**src/hwsm_pkg.sv**
```systemverilog
// ----------------------------------------------------------------------------
// hwsm_pkg - shared constants for the Hall wheel speed meter
// Field widths, register indexes, command codes and reset-derived values.
// ----------------------------------------------------------------------------
package hwsm_pkg;

	// field and register widths
	localparam int unsigned DIAM_W      = 8;
	localparam int unsigned MAG_W       = 7;
	localparam int unsigned MINSP_W     = 16;
	localparam int unsigned CFG_DATA_W  = 16;
	localparam int unsigned CFG_IDX_W   = 2;
	localparam int unsigned SPEED_W     = 30;
	localparam int unsigned MS_W        = 20;              // 3140 * 255 fits
	localparam int unsigned MAG_SPD_W   = MAG_W + MINSP_W; // magnets * min speed

	localparam int unsigned TIME_BITS_DEF = 30;

	// register indexes
	localparam logic [CFG_IDX_W-1:0] REG_DIAMETER  = 2'd0;
	localparam logic [CFG_IDX_W-1:0] REG_MAGNETS   = 2'd1;
	localparam logic [CFG_IDX_W-1:0] REG_MIN_SPEED = 2'd2;

	// commands
	localparam logic CMD_TICK = 1'b0;
	localparam logic CMD_READ = 1'b1;

	// pi as 314/100, scaled to um/cm-per-us and to ms
	localparam int unsigned PI_NUM       = 314;
	localparam int unsigned PI_DEN       = 100;
	localparam int unsigned NUM_K        = PI_NUM * 1000000 / PI_DEN;
	localparam int unsigned MS_K         = PI_NUM * 1000 / PI_DEN;
	localparam int unsigned TICKS_PER_MS = 1000;

	// register reset values
	localparam int unsigned RST_DIAM      = 6;
	localparam int unsigned RST_MAGNETS   = 2;
	localparam int unsigned RST_MIN_SPEED = 20;

	localparam int unsigned RST_NUMERATOR   = NUM_K * RST_DIAM / RST_MAGNETS;
	localparam int unsigned RST_STALL_TICKS =
		((MS_K * RST_DIAM / RST_MAGNETS) / RST_MIN_SPEED) * TICKS_PER_MS;

endpackage

```
**src/hwsm_cmd_if.sv**
```systemverilog
// ----------------------------------------------------------------------------
// hwsm_cmd_if - command channel
// Carries tick and read commands with the sampled sensor level.
// ----------------------------------------------------------------------------
interface hwsm_cmd_if;
	logic valid;
	logic ready;
	logic command;
	logic sensor_level;

	modport source (output valid, command, sensor_level, input ready);
	modport sink   (input valid, command, sensor_level, output ready);
endinterface

```
**src/hwsm_speed_if.sv**
```systemverilog
// ----------------------------------------------------------------------------
// hwsm_speed_if - speed result channel
// Carries one speed word per read command.
// ----------------------------------------------------------------------------
interface hwsm_speed_if;
	logic                         valid;
	logic                         ready;
	logic [hwsm_pkg::SPEED_W-1:0] speed_cm_s;

	modport source (output valid, speed_cm_s, input ready);
	modport sink   (input valid, speed_cm_s, output ready);
endinterface

```
**src/hall_wheel_speed_meter.sv**
```systemverilog
// ----------------------------------------------------------------------------
// hall_wheel_speed_meter - wheel tachometer with stall timeout
// Period measurement between Hall falling edges, speed by shared divider.
// ----------------------------------------------------------------------------
// Usage:
//  cmd_ch carries one word per command. A tick (command 0) advances time by
//  one microsecond and samples sensor_level; a falling edge marks a magnet.
//  Ticks produce no result. A read (command 1) produces one speed word
//  on speed_ch: numerator / gap in cm/s, or 0 with no gap. A read with a
//  known gap runs the shared divider, one quotient bit per cycle, then hands
//  the quotient to the output register; a read without a gap skips the
//  divider and hands over 0. cmd_ch.ready is low meanwhile.
//  A config write to one of the three registers (cfg_we, cfg_index, cfg_data)
//  recomputes the numerator and the stall time with the same divider, with
//  ready low; a further write restarts the sequence.
//  Reset clears the measurement (no edge, no gap) and loads registers and
//  derived values for diameter 6 cm, 2 magnets, 20 cm/s.
//  A stalled speed_ch holds its word in the output register; the next
//  command is still taken, and a further read waits for that register.
// ----------------------------------------------------------------------------
module hall_wheel_speed_meter #(
	parameter int unsigned TIME_BITS = hwsm_pkg::TIME_BITS_DEF
) (
	input  logic                               clk,
	input  logic                               arst_n,
	hwsm_cmd_if.sink                           cmd_ch,
	hwsm_speed_if.source                       speed_ch,
	input  logic                               cfg_we,
	input  logic [hwsm_pkg::CFG_IDX_W-1:0]     cfg_index,
	input  logic [hwsm_pkg::CFG_DATA_W-1:0]    cfg_data
);

	localparam int unsigned SPEED_W = hwsm_pkg::SPEED_W;
	localparam int unsigned DEN_W   =
		(TIME_BITS > hwsm_pkg::MAG_SPD_W) ? TIME_BITS : hwsm_pkg::MAG_SPD_W;
	localparam int unsigned CW      = (TIME_BITS > SPEED_W) ? TIME_BITS : SPEED_W;
	localparam logic [CW-1:0] TMAX_W = CW'((64'd1 << TIME_BITS) - 64'd1);
	localparam logic [TIME_BITS-1:0] STALL_RST = TIME_BITS'(hwsm_pkg::RST_STALL_TICKS);

	// sequencer states
	localparam logic [3:0] S_IDLE  = 4'd0;
	localparam logic [3:0] S_RDIV  = 4'd1;  // read: divider running
	localparam logic [3:0] S_RPUT  = 4'd2;  // read: hand word to output reg
	localparam logic [3:0] S_DMUL  = 4'd3;  // derive: register products
	localparam logic [3:0] S_DNUM  = 4'd4;  // derive: start numerator divide
	localparam logic [3:0] S_DNUMW = 4'd5;  // derive: wait numerator divide
	localparam logic [3:0] S_DMSW  = 4'd6;  // derive: wait stall ms divide
	localparam logic [3:0] S_DSCL  = 4'd7;  // derive: ms to ticks
	localparam logic [3:0] S_DCLP  = 4'd8;  // derive: clamp and store

	logic [3:0] state_q;

	// config registers
	logic [hwsm_pkg::DIAM_W-1:0]  diam_q;
	logic [hwsm_pkg::MAG_W-1:0]   mag_q;
	logic [hwsm_pkg::MINSP_W-1:0] minsp_q;

	// derived values
	logic [SPEED_W-1:0]   numer_q;
	logic [TIME_BITS-1:0] stall_q;

	// measurement state
	logic                 prev_level_q;
	logic                 have_edge_q;
	logic                 have_gap_q;
	logic [TIME_BITS-1:0] since_edge_q;
	logic [TIME_BITS-1:0] gap_q;

	// derivation scratch
	logic [SPEED_W-1:0]             num_prod_q;
	logic [hwsm_pkg::MS_W-1:0]      ms_prod_q;
	logic [hwsm_pkg::MAG_SPD_W-1:0] den_prod_q;
	logic [hwsm_pkg::MS_W-1:0]      ms_q;
	logic [SPEED_W-1:0]             stall_prod_q;

	// result path
	logic [SPEED_W-1:0] res_q;
	logic               out_valid_q;
	logic [SPEED_W-1:0] out_q;

	logic               cfg_hit;
	logic               in_acc;
	logic               tick_acc;
	logic               read_acc;
	logic               gap_ok;
	logic               rd_start;
	logic               out_load;

	logic [hwsm_pkg::MAG_W-1:0]   mag_eff;
	logic [hwsm_pkg::MINSP_W-1:0] minsp_eff;

	logic                 since_lt;
	logic [TIME_BITS-1:0] since_inc;
	logic [TIME_BITS-1:0] since_sat;
	logic                 stall_hit;
	logic                 edge_kept;
	logic                 fall;

	logic [CW-1:0]        stall_w;
	logic [TIME_BITS-1:0] stall_clamped;

	logic               div_start;
	logic [SPEED_W-1:0] div_num;
	logic [DEN_W-1:0]   div_den;
	logic               div_done;
	logic [SPEED_W-1:0] div_quo;

	// ---- handshake and decode ------------------------------------------------
	assign cfg_hit = cfg_we && (cfg_index == hwsm_pkg::REG_DIAMETER ||
		cfg_index == hwsm_pkg::REG_MAGNETS || cfg_index == hwsm_pkg::REG_MIN_SPEED);

	// writes take priority over a command in the same cycle
	assign cmd_ch.ready = (state_q == S_IDLE) && !cfg_we;
	assign in_acc       = cmd_ch.valid && cmd_ch.ready;
	assign tick_acc     = in_acc && (cmd_ch.command == hwsm_pkg::CMD_TICK);
	assign read_acc     = in_acc && (cmd_ch.command == hwsm_pkg::CMD_READ);
	assign gap_ok       = have_gap_q && (gap_q != '0);
	assign rd_start     = read_acc && gap_ok;

	assign out_load = (state_q == S_RPUT) && (!out_valid_q || speed_ch.ready);

	// zero magnets or zero min speed count as one
	assign mag_eff   = (mag_q == '0) ? hwsm_pkg::MAG_W'(1) : mag_q;
	assign minsp_eff = (minsp_q == '0) ? hwsm_pkg::MINSP_W'(1) : minsp_q;

	// ---- tick update ---------------------------------------------------------
	// saturating time count; stall checked on the updated count, before edge
	assign since_lt  = since_edge_q < stall_q;
	assign since_inc = since_edge_q + 1'b1;
	assign since_sat = since_lt ? since_inc : stall_q;
	assign stall_hit = have_edge_q && (!since_lt || since_inc == stall_q);
	assign edge_kept = have_edge_q && !stall_hit;
	assign fall      = prev_level_q && !cmd_ch.sensor_level;

	// ---- stall clamp ---------------------------------------------------------
	assign stall_w       = CW'(stall_prod_q);
	assign stall_clamped = (stall_w > TMAX_W) ? TIME_BITS'(TMAX_W) : TIME_BITS'(stall_w);

	// ---- divider operand select ----------------------------------------------
	always_comb begin
		div_start = 1'b0;
		div_num   = numer_q;
		div_den   = DEN_W'(gap_q);
		if (rd_start) begin
			div_start = 1'b1;
		end else if (state_q == S_DNUM) begin
			div_start = 1'b1;
			div_num   = num_prod_q;
			div_den   = DEN_W'(mag_eff);
		end else if (state_q == S_DNUMW && div_done) begin
			div_start = 1'b1;
			div_num   = SPEED_W'(ms_prod_q);
			div_den   = DEN_W'(den_prod_q);
		end
	end

	hwsm_div #(
		.NUM_W (SPEED_W),
		.DEN_W (DEN_W)
	) u_div (
		.clk      (clk),
		.arst_n   (arst_n),
		.start    (div_start),
		.dividend (div_num),
		.divisor  (div_den),
		.done     (div_done),
		.quotient (div_quo)
	);

	// ---- sequencer and state -------------------------------------------------
	always_ff @(posedge clk or negedge arst_n) begin
		if (!arst_n) begin
			state_q      <= S_IDLE;
			diam_q       <= hwsm_pkg::DIAM_W'(hwsm_pkg::RST_DIAM);
			mag_q        <= hwsm_pkg::MAG_W'(hwsm_pkg::RST_MAGNETS);
			minsp_q      <= hwsm_pkg::MINSP_W'(hwsm_pkg::RST_MIN_SPEED);
			numer_q      <= SPEED_W'(hwsm_pkg::RST_NUMERATOR);
			stall_q      <= STALL_RST;
			prev_level_q <= 1'b1;
			have_edge_q  <= 1'b0;
			have_gap_q   <= 1'b0;
			since_edge_q <= '0;
			gap_q        <= '0;
			out_valid_q  <= 1'b0;
		end else begin
			if (cfg_we) begin
				unique case (cfg_index)
					hwsm_pkg::REG_DIAMETER:  diam_q  <= cfg_data[hwsm_pkg::DIAM_W-1:0];
					hwsm_pkg::REG_MAGNETS:   mag_q   <= cfg_data[hwsm_pkg::MAG_W-1:0];
					hwsm_pkg::REG_MIN_SPEED: minsp_q <= cfg_data[hwsm_pkg::MINSP_W-1:0];
					default: ;
				endcase
			end

			if (tick_acc) begin
				prev_level_q <= cmd_ch.sensor_level;
				have_edge_q  <= fall || edge_kept;
				since_edge_q <= fall ? '0 : since_sat;
				if (fall && edge_kept) begin
					gap_q      <= since_sat;
					have_gap_q <= 1'b1;
				end else begin
					have_gap_q <= have_gap_q && !stall_hit;
				end
			end

			if (out_load) begin
				out_valid_q <= 1'b1;
			end else if (speed_ch.ready) begin
				out_valid_q <= 1'b0;
			end

			if (cfg_hit) begin
				state_q <= S_DMUL;
			end else begin
				unique case (state_q)
					S_IDLE: begin
						if (rd_start) begin
							state_q <= S_RDIV;
						end else if (read_acc) begin
							state_q <= S_RPUT;
						end
					end
					S_RDIV: begin
						if (div_done) begin
							state_q <= S_RPUT;
						end
					end
					S_RPUT: begin
						if (out_load) begin
							state_q <= S_IDLE;
						end
					end
					S_DMUL: state_q <= S_DNUM;
					S_DNUM: state_q <= S_DNUMW;
					S_DNUMW: begin
						if (div_done) begin
							numer_q <= div_quo;
							state_q <= S_DMSW;
						end
					end
					S_DMSW: begin
						if (div_done) begin
							state_q <= S_DSCL;
						end
					end
					S_DSCL: state_q <= S_DCLP;
					S_DCLP: begin
						stall_q <= stall_clamped;
						state_q <= S_IDLE;
					end
					default: state_q <= S_IDLE;
				endcase
			end
		end
	end

	// ---- datapath registers --------------------------------------------------
	always_ff @(posedge clk) begin
		if (state_q == S_DMUL) begin
			num_prod_q <= SPEED_W'(hwsm_pkg::NUM_K) * SPEED_W'(diam_q);
			ms_prod_q  <= hwsm_pkg::MS_W'(hwsm_pkg::MS_K) * hwsm_pkg::MS_W'(diam_q);
			den_prod_q <= hwsm_pkg::MAG_SPD_W'(mag_eff) * hwsm_pkg::MAG_SPD_W'(minsp_eff);
		end
		if (state_q == S_DMSW && div_done) begin
			ms_q <= div_quo[hwsm_pkg::MS_W-1:0];
		end
		if (state_q == S_DSCL) begin
			stall_prod_q <= SPEED_W'(ms_q) * SPEED_W'(hwsm_pkg::TICKS_PER_MS);
		end
		if (read_acc && !gap_ok) begin
			res_q <= '0;
		end else if (state_q == S_RDIV && div_done) begin
			res_q <= div_quo;
		end
		if (out_load) begin
			out_q <= res_q;
		end
	end

	assign speed_ch.valid      = out_valid_q;
	assign speed_ch.speed_cm_s = out_q;

`ifndef SYNTHESIS
	a_gap_needs_edge: assert property (@(posedge clk) disable iff (!arst_n)
		have_gap_q |-> have_edge_q)
		else $error("gap known without a reference edge");
	a_read_no_gap: assert property (@(posedge clk) disable iff (!arst_n)
		(read_acc && !gap_ok) |=> (state_q == S_RPUT && res_q == '0))
		else $error("read without gap did not return zero");
	a_out_from_put: assert property (@(posedge clk) disable iff (!arst_n)
		$rose(out_valid_q) |-> $past(state_q == S_RPUT))
		else $error("speed word loaded outside the read sequence");
`endif

endmodule

```
**src/hwsm_div.sv**
```systemverilog
// ----------------------------------------------------------------------------
// hwsm_div - shared restoring divider
// One quotient bit per cycle; done pulses with the quotient valid.
// ----------------------------------------------------------------------------
module hwsm_div #(
	parameter int unsigned NUM_W = hwsm_pkg::SPEED_W,
	parameter int unsigned DEN_W = hwsm_pkg::TIME_BITS_DEF
) (
	input  logic             clk,
	input  logic             arst_n,
	input  logic             start,
	input  logic [NUM_W-1:0] dividend,
	input  logic [DEN_W-1:0] divisor,
	output logic             done,
	output logic [NUM_W-1:0] quotient
);

	localparam int unsigned CNT_W = (NUM_W > 1) ? $clog2(NUM_W) : 1;
	localparam logic [CNT_W-1:0] CNT_LAST = CNT_W'(NUM_W - 1);

	logic             busy_q;
	logic             done_q;
	logic [CNT_W-1:0] cnt_q;
	logic [DEN_W-1:0] rem_q;
	logic [DEN_W-1:0] den_q;
	logic [NUM_W-1:0] quo_q;

	logic [DEN_W:0]   trial;
	logic [DEN_W:0]   diff;
	logic             fits;

	assign trial = {rem_q, quo_q[NUM_W-1]};
	assign diff  = trial - {1'b0, den_q};
	assign fits  = trial >= {1'b0, den_q};

	always_ff @(posedge clk or negedge arst_n) begin
		if (!arst_n) begin
			busy_q <= 1'b0;
			done_q <= 1'b0;
			cnt_q  <= '0;
		end else begin
			done_q <= 1'b0;
			if (start) begin
				busy_q <= 1'b1;
				cnt_q  <= '0;
			end else if (busy_q) begin
				cnt_q <= cnt_q + 1'b1;
				if (cnt_q == CNT_LAST) begin
					busy_q <= 1'b0;
					done_q <= 1'b1;
				end
			end
		end
	end

	always_ff @(posedge clk) begin
		if (start) begin
			rem_q <= '0;
			den_q <= divisor;
			quo_q <= dividend;
		end else if (busy_q) begin
			rem_q <= fits ? diff[DEN_W-1:0] : trial[DEN_W-1:0];
			quo_q <= {quo_q[NUM_W-2:0], fits};
		end
	end

	assign done     = done_q;
	assign quotient = quo_q;

`ifndef SYNTHESIS
	a_done_idle: assert property (@(posedge clk) disable iff (!arst_n)
		done_q |-> !busy_q)
		else $error("divider done while still busy");
	a_start_busy: assert property (@(posedge clk) disable iff (!arst_n)
		start |=> busy_q && cnt_q == '0)
		else $error("divider did not start");
`endif

endmodule

```
**src/flat_wrapper.sv**
```systemverilog
// flat-port wrapper written by rule: the top's interface ports become plain ports
module hall_wheel_speed_meter_flat 
#(
	parameter int unsigned TIME_BITS = hwsm_pkg::TIME_BITS_DEF
)
  (clk, arst_n, cfg_we, cfg_index, cfg_data, cmd_ch_valid, cmd_ch_command, cmd_ch_sensor_level, cmd_ch_ready, speed_ch_valid, speed_ch_speed_cm_s, speed_ch_ready);
  hwsm_cmd_if cmd_ch_i ();
  hwsm_speed_if speed_ch_i ();
  input  logic clk;
  input  logic arst_n;
  input  logic cfg_we;
  input  logic [hwsm_pkg::CFG_IDX_W-1:0] cfg_index;
  input  logic [hwsm_pkg::CFG_DATA_W-1:0] cfg_data;
  input wire logic [$bits(cmd_ch_i.valid)-1:0] cmd_ch_valid;
  input wire logic [$bits(cmd_ch_i.command)-1:0] cmd_ch_command;
  input wire logic [$bits(cmd_ch_i.sensor_level)-1:0] cmd_ch_sensor_level;
  output wire logic [$bits(cmd_ch_i.ready)-1:0] cmd_ch_ready;
  output wire logic [$bits(speed_ch_i.valid)-1:0] speed_ch_valid;
  output wire logic [$bits(speed_ch_i.speed_cm_s)-1:0] speed_ch_speed_cm_s;
  input wire logic [$bits(speed_ch_i.ready)-1:0] speed_ch_ready;
  assign cmd_ch_i.valid = cmd_ch_valid;
  assign cmd_ch_i.command = cmd_ch_command;
  assign cmd_ch_i.sensor_level = cmd_ch_sensor_level;
  assign cmd_ch_ready = cmd_ch_i.ready;
  assign speed_ch_valid = speed_ch_i.valid;
  assign speed_ch_speed_cm_s = speed_ch_i.speed_cm_s;
  assign speed_ch_i.ready = speed_ch_ready;
  hall_wheel_speed_meter #(.TIME_BITS(TIME_BITS)) u_core (.clk(clk), .arst_n(arst_n), .cmd_ch(cmd_ch_i), .speed_ch(speed_ch_i), .cfg_we(cfg_we), .cfg_index(cfg_index), .cfg_data(cfg_data));
endmodule
```
**config.mk**
```make
export PLATFORM = sky130hd
export DESIGN_NAME = hall_wheel_speed_meter_flat
export DESIGN_NICKNAME = d
export VERILOG_FILES = /design/src/hwsm_pkg.sv /design/src/hwsm_cmd_if.sv /design/src/hwsm_speed_if.sv /design/src/hall_wheel_speed_meter.sv /design/src/hwsm_div.sv /design/src/flat_wrapper.sv
export SDC_FILE = /design/constraint.sdc
export NUM_CORES = 1
export LEC_CHECK = 0
export BUFFER_PORTS_ARGS = -buffer_cell sky130_fd_sc_hd__buf_4
export CAP_MARGIN = 20
export CORE_MARGIN = 2
export CORE_UTILIZATION = 30
export CTS_BUF_LIST = sky130_fd_sc_hd__clkbuf_4 sky130_fd_sc_hd__clkbuf_8
export DETAILED_ROUTE_END_ITERATION = 8
export PLACE_DENSITY = 0.44
export SLEW_MARGIN = 20
export SYNTH_ARGS = -nofsm -noshare
export SYNTH_HDL_FRONTEND = slang
export SYNTH_SLANG_ARGS = --single-unit
```
**constraint.sdc**
```tcl
create_clock -name clk -period 6.25 [get_ports clk]
set_input_delay 0.625 -clock clk [delete_from_list [all_inputs] [get_ports clk]]
set_output_delay 0.625 -clock clk [all_outputs]
set_load 0.05 [all_outputs]
```
After elaboration in Yosys (flattened, before gate mapping):

Cells that the tools add are included.

* order comparisons: 3
* $add $sub $neg: 3
* multiply operators: 4
* mux-type cells: 36
* bitwise operators: 2
* reductions and logical operators: 42
* equality and inequality tests: 17

Operator list (count)
* $mux 30: 12
* $pmux 4 s8: 1
* $ge 31x30->1: 1
* $add 30x1->30 const B: 1
* $eq 30x30->1: 1
* $gt 30x30->1 const B: 1
* $lt 30x30->1: 1
* $reduce_bool 30->1: 1
* $sub 30x30->30: 1
* $mux 4: 7
* $mul 20x7->27 const B: 1
* $mul 17x8->25 const A: 1
* $mul 7x16->23: 1
* $mul 10x8->18 const A: 1
* $logic_and 1x1->1: 17
* $eq 4x3->1 const B: 4
* $logic_not 16->1: 1
* $mux 16: 1
* $mux 1: 12
* $mux 5: 2
* $reduce_and 2->1: 5
* $ne 3x2->1 const B: 3
* $eq 4x2->1 const B: 2
* $logic_not 7->1: 1
* other kinds (17): 28

* register bits: 429

Depth between registers and ports, before layout:

Gate-level depths: netlist (run 1).

* word-level depth: 8
* gate-level depth with buffers: 22

Cells and area by module:

Synthesis (run 1) repeated with hierarchy kept, for this count alone.

* cell total of the unflattened synthesis: 2875
* area, all modules: 29889.9 um^2

Modules (own cells, without submodules)
* hall_wheel_speed_meter: cells each 2328, times used 1, area each 24289.5 um^2
* hwsm_div: cells each 547, times used 1, area each 5600.4 um^2

Worst setup path after synthesis (run 1):

OpenSTA, ideal clock, no wires.

* path kind: reg-to-reg
* start point: reg u_core.minsp_q[9] (netlist name)
* end point: reg u_core.den_prod_q[22] (netlist name), data pin
* path buffers: 0
* data arrival time: 5446 ps
* path slack: 544 ps
* cell stages (with the launch flop): 21
* period minus slack after synthesis: 5706 ps
* cell sequence: dfrtp_1 nor4_1 a41oi_1 nand2b_1 fa_1 fa_1 inv_1 fa_1 inv_1 fa_1 inv_1 ha_1 o21a_1 o21ai_0 o311ai_0 o41ai_1 o311a_1 a31oi_1 a21o_1 a21oi_1 xnor2_1

* longest elaborated chain between the ends: 3

RTL lines
* start, declared: RTL line hall_wheel_speed_meter.sv:56 `logic [hwsm_pkg::MINSP_W-1:0] minsp_q;`
* start signal, assigned: RTL line hall_wheel_speed_meter.sv:176 `minsp_q <= hwsm_pkg::MINSP_W'(hwsm_pkg::RST_MIN_SPEED);`
* start signal, assigned: RTL line hall_wheel_speed_meter.sv:190 `hwsm_pkg::REG_MIN_SPEED: minsp_q <= cfg_data[hwsm_pkg::MINSP_W-1:0];`
* $logic_not 16->1: RTL line hall_wheel_speed_meter.sv:124 `assign minsp_eff = (minsp_q == '0) ? hwsm_pkg::MINSP_W'(1) : minsp_q;`
* $mux 16 *: RTL line hall_wheel_speed_meter.sv:124
* $mul 7x16->23 *: RTL line hall_wheel_speed_meter.sv:263 `den_prod_q <= hwsm_pkg::MAG_SPD_W'(mag_eff) * hwsm_pkg::MAG_SPD_W'(minsp_eff);`
* end signal, assigned: RTL line hall_wheel_speed_meter.sv:263
* end, declared: RTL line hall_wheel_speed_meter.sv:72 `logic [hwsm_pkg::MAG_SPD_W-1:0] den_prod_q;`

Every way passes the cells marked *; elsewhere a longest branch is shown, timed or not.
A chain may end at the register's enable or synchronous reset.

Worst setup path after layout (run 1):

Ends and elaborated chain as after synthesis.

==> impl_results.md, run 1 <==
* Run status: complete, no violations
* Synth cell count leaders: inv_1 (283), ha_1 (250), nand2_1 (246), edfxtp_1 (201), fa_1 (186)
* Dpl ws at 0.1409 ns
* First-pass GRT wire length at 126.4 mm
* Final clock skew at 0.03857 ns
* Max incr delay on CP at 0.55 ns
* Tcrit/Tclk final at a little over nine tenths
* R2R Path End: u_core.den_prod_q[22]
* Max Slew Vio Count at 0
* Final core occ at 34.04%
* Total CTS buffers at 80
* DR WL/cell at 18.65 um
* Post-synth EDFFs at between 200 and 250
* WHS Endpoint: u_core.minsp_q[8]
* Die Span Y at between 300 and 400 um
* Initial Utilization at 30.35%
* Asr flop ratio synth at 38.44%
* Core Region at a little under 0.1 mm2
* GRT overflow at 0
* Main synth FF type: edfxtp_1
* Register bit total from synthesis at 424
* Power per cell area at 568.7 mW/mm2
* Rel. slew slack at between 20% and 30%
* Worst-margin pin slew at 1.091 ns
* Count leader, synth: inv_1
* Share of layout cells above drive strength 1 at 14.71%
* Worst hold-check path type: in -> reg
* Synth top area share at 20.14%
* Hold path depth at 2
* WP data required at roughly 6.7 ns
* Fin nets at 3364
* CP Capture Type: flop
* Final Setup Violations at 0
* Max Clk Rate at 0.1692 GHz
* Synth Warn # at 0
* Post-layout total power at 0.01911 W
* Via density at 4.909
* Number of global-route vias before repair at 21.64k
* Routability congestion estimate at 0.8586
* R2r setup slk at 0.34 ns
* Max-Cap Viols at 0
* Residual DRC at 0
* GRT Total Usage at 15.56%
* IO buf count at 56
* Min Tclk post-route at 5.911 ns
* Mapped Area at between 0.02 and 0.03 mm2
* Post-Syn Instances at roughly 2.8k
* Worst Setup Start Kind: flop
* Largest net degree at the start of global routing at approximately 140
* Buffer depth of the longest clock path at 3
* CP most frequent cell: fa_1
* Netlist cell types at 88
* WL final at 79.45 mm
* CTS tree: yes
* Die width at 320.0 um
* Syn avg cell area at 10.56 um2
* Largest voltage drop on the vdd net at 327.0 uV
* Worst path slowest cell: fa_1
* WP data arrival at 6.33 ns
* ANT nets after route at 0
* Initial antenna violation count at 3
* DRT iter0 DRCs at 1157
* Final WS setup at 0.3389 ns
* DR pass1 iterations at 5
* Top-Level Pins at 57
* H-tree level count at 3
* Post-synth top area cell: edfxtp_1
* CP max FO at 5
* Clock Sinks at approximately 420
* Worst reg2reg path depth at 21
* Clock latency on the worst-skew pair at 0.67 ns
* # Post-CTS Setup Buffers at 0
* RSZ-0062 raised after global routing: no
* Hold Path Origin: cfg_data[8]
* Leak at 14.78 nW
* Syn_nets at 3298
* Clock transition at path regs at 0.05 ns
* Critical path cell sequence: nor4_1, a41oi_1, nand2b_1, fa_1, fa_1, inv_1, fa_1, inv_1, fa_1, inv_1, ha_1, a2111oi_0, buf_4, o311ai_0, buf_4, o41ai_2, o311a_1, a31oi_1, a21o_1, a21oi_1, xnor2_1
* Site row count at 115
* Reg2reg start: u_core.minsp_q[9]
* HPWL Detailed at 59.55 mm
* Cells taking the most area after synthesis: edfxtp_1 (20%), fa_1 (12%), dfrtp_1 (11%)
* Vias at 20.91k
* Critical path class: reg -> reg
* Clk root buf: clkbuf_8
* Setup_tns at 0 ns
* P&R area growth vs syn at 12.15%
* Die footprint at 0.1024 mm2
* Sequential-to-total area share from yosys stat at 37.90%
* Hold violation total from the final report at 0
==> cell families after synthesis <==
group           Yosys count  share of synthesized area (%)
simple gates            758                          12.66
compound gates          519                          10.98
fa+ha+maj               436                          22.87
flops                   424                          37.90
buf+inv                 400                          5.337
mux                     159                          6.051
xor+xnor                141                          4.213
==> worst max-delay path, delay by kind of cell, from the launching register on <==
family	cells	cell delay, ns
xor gates and xnor gates	1	0.08
buffers and inverters	5	0.50
and+or+nand+nor	2	0.63
AOI/OAI and AO/OA	8	1.70
DFF	1	0.38
adders and majority gates	5	2.34
==> area by class of cell <==
type / count / area [um2]
Fill cell: 10080 / 65100
Multi-Input combinational cell: 2013 / 17090
Sequential cell: 424 / 11360
Tap cell: 1287 / 1610
Clock buffer: 125 / 1508
Inverter: 284 / 1066
Timing Repair Buffer: 100 / 769.5
Clock inverter: 25 / 196.4
Antenna cell: 1 / 2.502
==> sequential cells by signal (all words and copies together) (netlist names), 30 cells and up <==
name	cells
u_core.res_q	30
u_core.numer_q	30
u_core.speed_ch.speed_cm_s	30
u_core.u_div.rem_q	30
u_core.u_div.den_q	30
u_core.since_edge_q	30
u_core.u_div.quotient	30
u_core.gap_q	30
==> worst max-delay path by stage <==
stage | startpoint | to | slack [ns] | cells after the start
floorplan | u_core.minsp_q[9] | u_core.den_prod_q[22] | 0.54 | 20
global placement | u_core.minsp_q[9] | u_core.den_prod_q[22] | 0.21 | 21
detailed placement | u_core.minsp_q[1] | u_core.den_prod_q[22] | 0.14 | 21
CTS | u_core.minsp_q[1] | u_core.den_prod_q[22] | 0.14 | 21
global route | u_core.minsp_q[1] | u_core.den_prod_q[22] | 0.01 | 21
finish | u_core.minsp_q[9] | u_core.den_prod_q[22] | 0.34 | 21
==> cell usage in the layout, fill, tap and decap left out, types with 91 or more instances in the layout <==
cell and n:
inv_1 283, ha_1 250, nand2_1 245, edfxtp_1 201, fa_1 186, a21oi_1 177, dfrtp_1 130, nor2_1 127
buf_4 97, xnor2_1 95, clkbuf_8 91
==> stage by stage <==
step           cells  hold slack (ns)  cell area [um2]
5_1_grt         4259           0.1460            33600
4_1_cts         4258           0.1230            33590
3_3_place_gp    4107           0.4153            31860
2_1_floorplan   2837           0.3294            29960
6_report        4259           0.1914            33600
3_5_place_dp    4107           0.4160            31870
==> power breakdown <==
group          switching, W  internal [W]
Combinational       0.00607       0.00472
Sequential         0.000936       0.00449
Clock               0.00126       0.00163
Total               0.00827        0.0108
==> timing repair <==
| item | in CTS | in global routing |
|---|---|---|
| endpoints found under the setup margin | 0 | 2 |
| gates resized for setup | 0 | 3 |
| hold endpoints to repair | 23 | 0 |
| hold buffers | 1 | 0 |
==> layer usage <==
| metal | GRT usage, % | part of all wire [%] | up-vias |
|---|---|---|---|
| li1 | - | - | 10080 |
| met1 | 22.57 | 50 | 10400 |
| met2 | 24.26 | 45 | 336 |
| met3 | 2.286 | 3.7 | 90 |
| met4 | 3.808 | 1.7 | 4 |
| met5 | 0 | 0.026 | - |
(Power assumes the default switching activity.)
==> run 2, diff against run 1 <==
Settings changed: BUFFER_PORTS_ARGS -buffer_cell sky130_fd_sc_hd__buf_4 to -buffer_cell sky130_fd_sc_hd__buf_2, CTS_CLUSTER_SIZE set to 14.
==> run 2 against run 1 <==
Global-route usage rose by 0.096 points. Sequential power barely moved. Final cell count rose by 0.19%. Routed wire length rose by 0.12%. Sequential share of layout area barely moved. Critical endpoint unchanged. Largest power group unchanged.
==> impl_results.md, run 2 (synthesized netlist as in run 1, its figures left out) <==
* Grt met1 use at 22.43% (-0.14 points)
* Core Region at 0.09871 mm2 (unchanged)
* Initial antenna violation count at 5 (+2)
* Final Cell Area at 0.03361 mm2 (about the same)
* Die width at 320.0 um (unchanged)
* Tcrit/Tclk final at 93.38% (-1.2 points)
* Dpl ws at 0.1073 ns (-0.03358 ns)
* GR Layer Usage met2 at 24.50% (+0.24 points)
* Largest voltage drop on the vdd net at 393.1 uV (+20%)
* Worst hold-check path type: in -> reg
* CP most frequent cell: fa_1
* Clock latency on the worst-skew pair at 0.70 ns (+0.03 ns)
* Switch share at 43.05% (-0.23 points)
* Final clock skew at 0.06645 ns (+0.02788 ns)
* Max Clk Rate at 0.1714 GHz (+1.3%)
* Leak at 14.80 nW (+0.13%)
* Rel. slew slack at 29.45% (+2.4 points)
* Final WS setup at 0.4140 ns (+0.07513 ns)
* CP Capture Type: flop
* CP max FO at 3 (-2)
* Die Span Y at 320.0 um (unchanged)
* Worst path slowest cell: fa_1
* Largest net degree at the start of global routing at 68 (-51%)
* Number of global-route vias before repair at 22.01k (+1.7%)
* Worst reg2reg path depth at 21 (unchanged)
* Power per cell area at 571.7 mW/mm2 (+0.53%)
* ANT nets after route at 0 (unchanged)
* DR WL/cell at 18.64 um (about the same)
* Met3 usage at 2.121% (-0.16 points)
* Residual DRC at 0 (unchanged)
* R2r setup slk at 0.41 ns (+0.08 ns)
* Commonest non-fill, non-tap cell in the layout: inv_1
* Run status: complete, no violations
* Die footprint at 0.1024 mm2 (unchanged)
* DRT iter0 DRCs at 1213 (+4.8%)
* Vias at 21.02k (+0.53%)
* Busiest metal layer after global routing: met2
* Finished Layout Cells at 4267 (+0.19%)
* Site row count at 115 (unchanged)
* WP data arrival at 6.25 ns (-0.08 ns)
* Worst setup path startpoint: u_core.minsp_q[13]
* Initial Utilization at 30.35% (unchanged)
* Total CTS buffers at 83 (+3.8%)
* Clock transition at path regs at 0.07 ns (+0.02 ns)
* H-tree level count at 3 (unchanged)
* Critical path class: reg -> reg
* Worst Setup Start Kind: flop
* Clock Sinks at 424 (unchanged)
* Via density at 4.926 (+0.34%)
* R2R Path End: u_core.den_prod_q[22]
* Min Tclk post-route at 5.836 ns (-0.07512 ns)
* P&R area growth vs syn at 12.18% (about the same)
* Top-Level Pins at 57 (unchanged)
* Clock power share at 15.9% (+0.8 points)
* Net Switching at 0.008273 W (about the same)
* Buffer depth of the longest clock path at 3 (unchanged)
* Max incr delay on CP at 0.56 ns (about the same)
* Comb pwr share at 55.9% (-0.5 points)
* Max-Cap Viols at 0 (unchanged)
* Worst-margin pin slew at 1.054 ns (-0.03634 ns)
* WL final at 79.55 mm (+0.12%)
* Hold violation total from the final report at 0 (unchanged)
* Dpl cell area at 0.03173 mm2 (-0.45%)
* Routability congestion estimate at 0.8811 (+2.6%)
* Fin nets at 3369 (+0.15%)
* HPWL Detailed at 59.98 mm (+0.72%)
* First-pass GRT wire length at 127.0 mm (+0.51%)
* Register share of total power at 28.2% (-0.2 points)
* CP endpoint: u_core.den_prod_q[22]
* Clk root buf: clkbuf_8
* IO buf count at 56 (unchanged)
* Critical path cell sequence: nor3_1, a41oi_1, nand2b_1, fa_1, fa_1, inv_1, fa_1, inv_1, fa_1, inv_1, ha_1, o21a_1, o21ai_0, o311ai_1, buf_4, o41ai_2, o311a_1, a31oi_1, a21o_1, a21oi_1, xnor2_1
* Final Setup Violations at 0 (unchanged)
* Cell Int Power at 0.01094 W (+0.96%)
* DR pass1 iterations at 6 (+1)
* Placed insts at 4109 (+0.049%)
* GRT Total Usage at 15.65% (+0.096 points)
* CTS tree: yes
* Most frequent cells in the layout: inv_1 (283), ha_1 (250), nand2_1 (245), edfxtp_1 (201), fa_1 (186)
* GRT overflow at 0 (unchanged)
* Reg2reg start: u_core.minsp_q[13]
* Share of layout cells above drive strength 1 at 14.77% (+0.061 points)
* Max Slew Vio Count at 0 (unchanged)
* WP data required at 6.67 ns (about the same)
-- run 2: how the worst min path moves through the flow --
stage	start	to	slack, ns	depth (start not counted)
global placement	u_core.res_q[7]	u_core.speed_ch.speed_cm_s[7]	0.42	0
global route	cfg_data[8]	u_core.minsp_q[8]	0.15	2
finish	cfg_data[0]	u_core.diam_q[0]	0.19	3
CTS	cfg_data[8]	u_core.minsp_q[8]	0.12	2
detailed placement	u_core.res_q[7]	u_core.speed_ch.speed_cm_s[7]	0.42	0
floorplan	arst_n	u_core.diam_q[0]	0.33	0
-- run 2: cell type report --
| class | instances | area (um2) |
|---|---|---|
| repair buffers | 102 | 634.4 |
| clock buffers | 127 | 1579 |
| clock inverters | 29 | 269.0 |
| multi-input cells | 2013 | 17090 |
| flip-flops and latches | 424 | 11360 |
| inverters | 284 | 1066 |
| well taps | 1287 | 1610 |
| diodes | 1 | 2.502 |
| fillers | 10040 | 65100 |
-- run 2: timing repair --
| item | 4_1_cts | 5_1_grt |
|---|---|---|
| buffers inserted | 0 | 0 |
| hold buffers | 1 | 0 |
| setup endpoints to repair | 0 | 4 |
| resized for setup | 0 | 4 |
| hold endpoints to repair | 42 | 0 |
-- run 2: metrics by stage --
step	utilization, %	total power (W)	TNS, ns	hold slack (ns)
floorplan	-	0.01350	0	0.3294
global placement	32.14	0.01616	0	0.4165
detailed placement	32.14	0.01620	0	0.4182
CTS	34.03	0.01944	0	0.1154
global route	34.05	0.02114	-0.01515	0.1468
finish	34.05	0.01922	0	0.1857
-- run 2: critical path, delay by kind of cell (launching register included) --
family,cells,cell delay [ns]
flip-flops,1,0.37
buffers and inverters,4,0.31
adder cells (fa/ha/maj),5,2.43
XOR/XNOR,1,0.08
AND/OR/NAND/NOR,2,0.58
AO/OA/AOI/OAI,9,1.80
-- run 2: power groups by stage --
stage,registers [W],logic [W],clock network (W)
after floorplan,0.00514,0.00837,0
after global placement,0.00545,0.0107,0
after detailed placement,0.00547,0.0107,0
after CTS,0.00542,0.0108,0.00318
after global routing,0.00554,0.0123,0.00331
final,0.00542,0.0107,0.00306
-- run 2: layer usage --
| layer | vias up | routed length [um] |
|---|---|---|
| met5 | - | 13 |
| met4 | 2 | 1738 |
| met3 | 118 | 3306 |
| met2 | 441 | 35320 |
| met1 | 10380 | 39170 |
| li1 | 10080 | - |
==> run 3, diff against run 2 <==
Settings changed: CELL_PAD_IN_SITES_DETAIL_PLACEMENT set to 0, CELL_PAD_IN_SITES_GLOBAL_PLACEMENT set to 1, PLACE_DENSITY 0.44 to 0.52.
==> run 3 against run 2 <==
Via count rose by 0.15%. Maximum frequency fell by 1.6%. Final area barely moved. Sequential cell count did not move. Clock power fell by 2%. Core utilization barely moved. Register-to-register slack got worse by 0.096 ns. Final cell count barely moved. First-iteration DRC count rose by 4.1%. Combinational power barely moved. Highest routed layer is now met4.
==> impl_results.md, run 3 (synthesized netlist as in run 1, its figures left out) <==
* Finished Layout Cells at 4265 (-0.047%)
* Max-Cap Viols at 0 (unchanged)
* CTS tree: yes
* CP Capture Type: flop
* Vias at 21.05k (+0.15%)
* Worst-margin pin slew at 1.015 ns (-0.03885 ns)
* Max Slew Vio Count at 0 (unchanged)
* Clk root buf: clkbuf_8
* Share of layout cells above drive strength 1 at 14.58% (-0.19 points)
* H-tree level count at 3 (unchanged)
* Critical path class: reg -> reg
* Worst hold-check path type: in -> reg
* Tcrit/Tclk final at 94.91% (+1.5 points)
* Final Setup Violations at 0 (unchanged)
* Most frequent cells in the layout: inv_1 (283), ha_1 (250), nand2_1 (244), edfxtp_1 (201), fa_1 (186)
* Core Region at 0.09871 mm2 (unchanged)
* Post-layout total power at 0.01939 W (+0.92%)
* Total CTS buffers at 81 (-2.4%)
* First-pass GRT wire length at 127.8 mm (+0.65%)
* Final core occ at 34.04% (about the same)
* P&R area growth vs syn at 12.15% (about the same)
* RSZ-0062 raised after global routing: no
* Top-Level Pins at 57 (unchanged)
* Via density at 4.936 (+0.20%)
* Initial Utilization at 30.35% (unchanged)
* Largest voltage drop on the vdd net at 507.5 uV (+29%)
* Buffer depth of the longest clock path at 3 (unchanged)
* CP max FO at 3 (unchanged)
* DR WL/cell at 18.86 um (+1.2%)
* Initial antenna violation count at 2 (-3)
* WP data arrival at 6.36 ns (+0.11 ns)
* Clock transition at path regs at 0.05 ns (-0.02 ns)
* Max Clk Rate at 0.1686 GHz (-1.6%)
* Site row count at 115 (unchanged)
* Die Span Y at 320.0 um (unchanged)
* Fin nets at 3369 (unchanged)
* GRT overflow at 0 (unchanged)
* WP data required at 6.68 ns (about the same)
* Worst reg2reg path depth at 21 (unchanged)
* WL final at 80.44 mm (+1.1%)
* Setup_tns at 0 ns (unchanged)
* Power per cell area at 577.1 mW/mm2 (+0.94%)
* Hold WS at 0.1928 ns (+0.007182 ns)
* Hold violation total from the final report at 0 (unchanged)
* DR pass1 iterations at 5 (-1)
* Leak at 14.79 nW (about the same)
* Clock Sinks at 424 (unchanged)
* Run status: complete, no violations
* Residual DRC at 0 (unchanged)
* Min Tclk post-route at 5.932 ns (+0.09572 ns)
* ANT nets after route at 0 (unchanged)
* Final clock skew at 0.04620 ns (-0.02025 ns)
* Placed insts at 4111 (+0.049%)
* Rel. slew slack at 31.85% (+2.4 points)
* Largest net degree at the start of global routing at 133 (+96%)
* Hold path depth at 2 (-1)
* Die footprint at 0.1024 mm2 (unchanged)
* Commonest non-fill, non-tap cell in the layout: inv_1
* Worst Setup Start Kind: flop
* Number of global-route vias before repair at 21.93k (-0.36%)
* DRT iter0 DRCs at 1263 (+4.1%)
* HPWL Detailed at 60.62 mm (+1.1%)
* # Post-CTS Setup Buffers at 0 (unchanged)
* Die width at 320.0 um (unchanged)
* Routability congestion estimate at 0.8742 (-0.78%)
* GRT Total Usage at 15.80% (+0.14 points)
* IO buf count at 56 (unchanged)
* Clock latency on the worst-skew pair at 0.70 ns (about the same)
## run 3: cell types whose count changed in the layout (fill, tap and decap cells not counted), sizes merged
cell and change:
diode +1, buf +2, clkbuf -4, clkinv -2
bufinv +1
## run 3: power by group
| group | switching, W | internal (W) |
|---|---|---|
| Sequential | 0.000914 | 0.00450 |
| Clock | 0.00129 | 0.00171 |
| Combinational | 0.00624 | 0.00474 |
| Total | 0.00845 | 0.0109 |
## run 3: metal layers
metal	track usage (%)	vias up	share of wire [%]
met3	2.216	97	3.8
met4	3.996	0	2.1
li1	-	10090	-
met1	23.10	10490	50
met2	24.43	376	44
met5	0	-	0
## run 3: repair_timing
action | in CTS | in global routing
gates resized for setup | 0 | 1
hold buffers | 1 | 0
hold endpoints to repair | 26 | 0
setup endpoints to repair | 0 | 2
## run 3: cell type report
cell class / count / area (um2)
fillers: 10050 / 65100
multi-input cells: 2013 / 17080
flip-flops and latches: 424 / 11360
well taps: 1287 / 1610
clock buffers: 123 / 1493
inverters: 284 / 1066
repair buffers: 104 / 701.9
clock inverters: 28 / 289.0
diodes: 2 / 5.005
## run 3: critical path: stages (launching register included)
cell and delay [ns]:
dfrtp_1 0.38, nor4_1 0.33, a41oi_1 0.26, nand2b_1 0.23
fa_1 0.52, fa_1 0.56, inv_1 0.06, fa_1 0.52
inv_1 0.05, fa_1 0.53, inv_1 0.04, ha_1 0.30
o21a_1 0.22, o21ai_0 0.23, o311ai_0 0.19, buf_4 0.18
o41ai_2 0.27, o311a_1 0.25, a31oi_1 0.13, a21o_1 0.20
a21oi_1 0.16, xnor2_1 0.09
## run 3: per-stage QoR
stage	worst slack, ns	area, um2
5_1_grt	0.005038	33600
6_report	0.3183	33600
3_3_place_gp	0.1932	31740
2_1_floorplan	0.5444	29960
4_1_cts	0.2277	33590
3_5_place_dp	0.1974	31800
## run 3: worst paths after layout
path                                         from                              to  slack [ns]
max in group asynchronous                  arst_n                u_core.gap_q[24]        4.71
worst min register to register   u_core.res_q[13]  u_core.speed_ch.speed_cm_s[13]        0.41
worst min-delay path                  cfg_data[8]               u_core.minsp_q[8]        0.19
worst max register to register  u_core.minsp_q[9]           u_core.den_prod_q[22]        0.32
worst max-delay path            u_core.minsp_q[9]           u_core.den_prod_q[22]        0.32
min in group asynchronous                  arst_n              u_core.minsp_q[15]        0.43
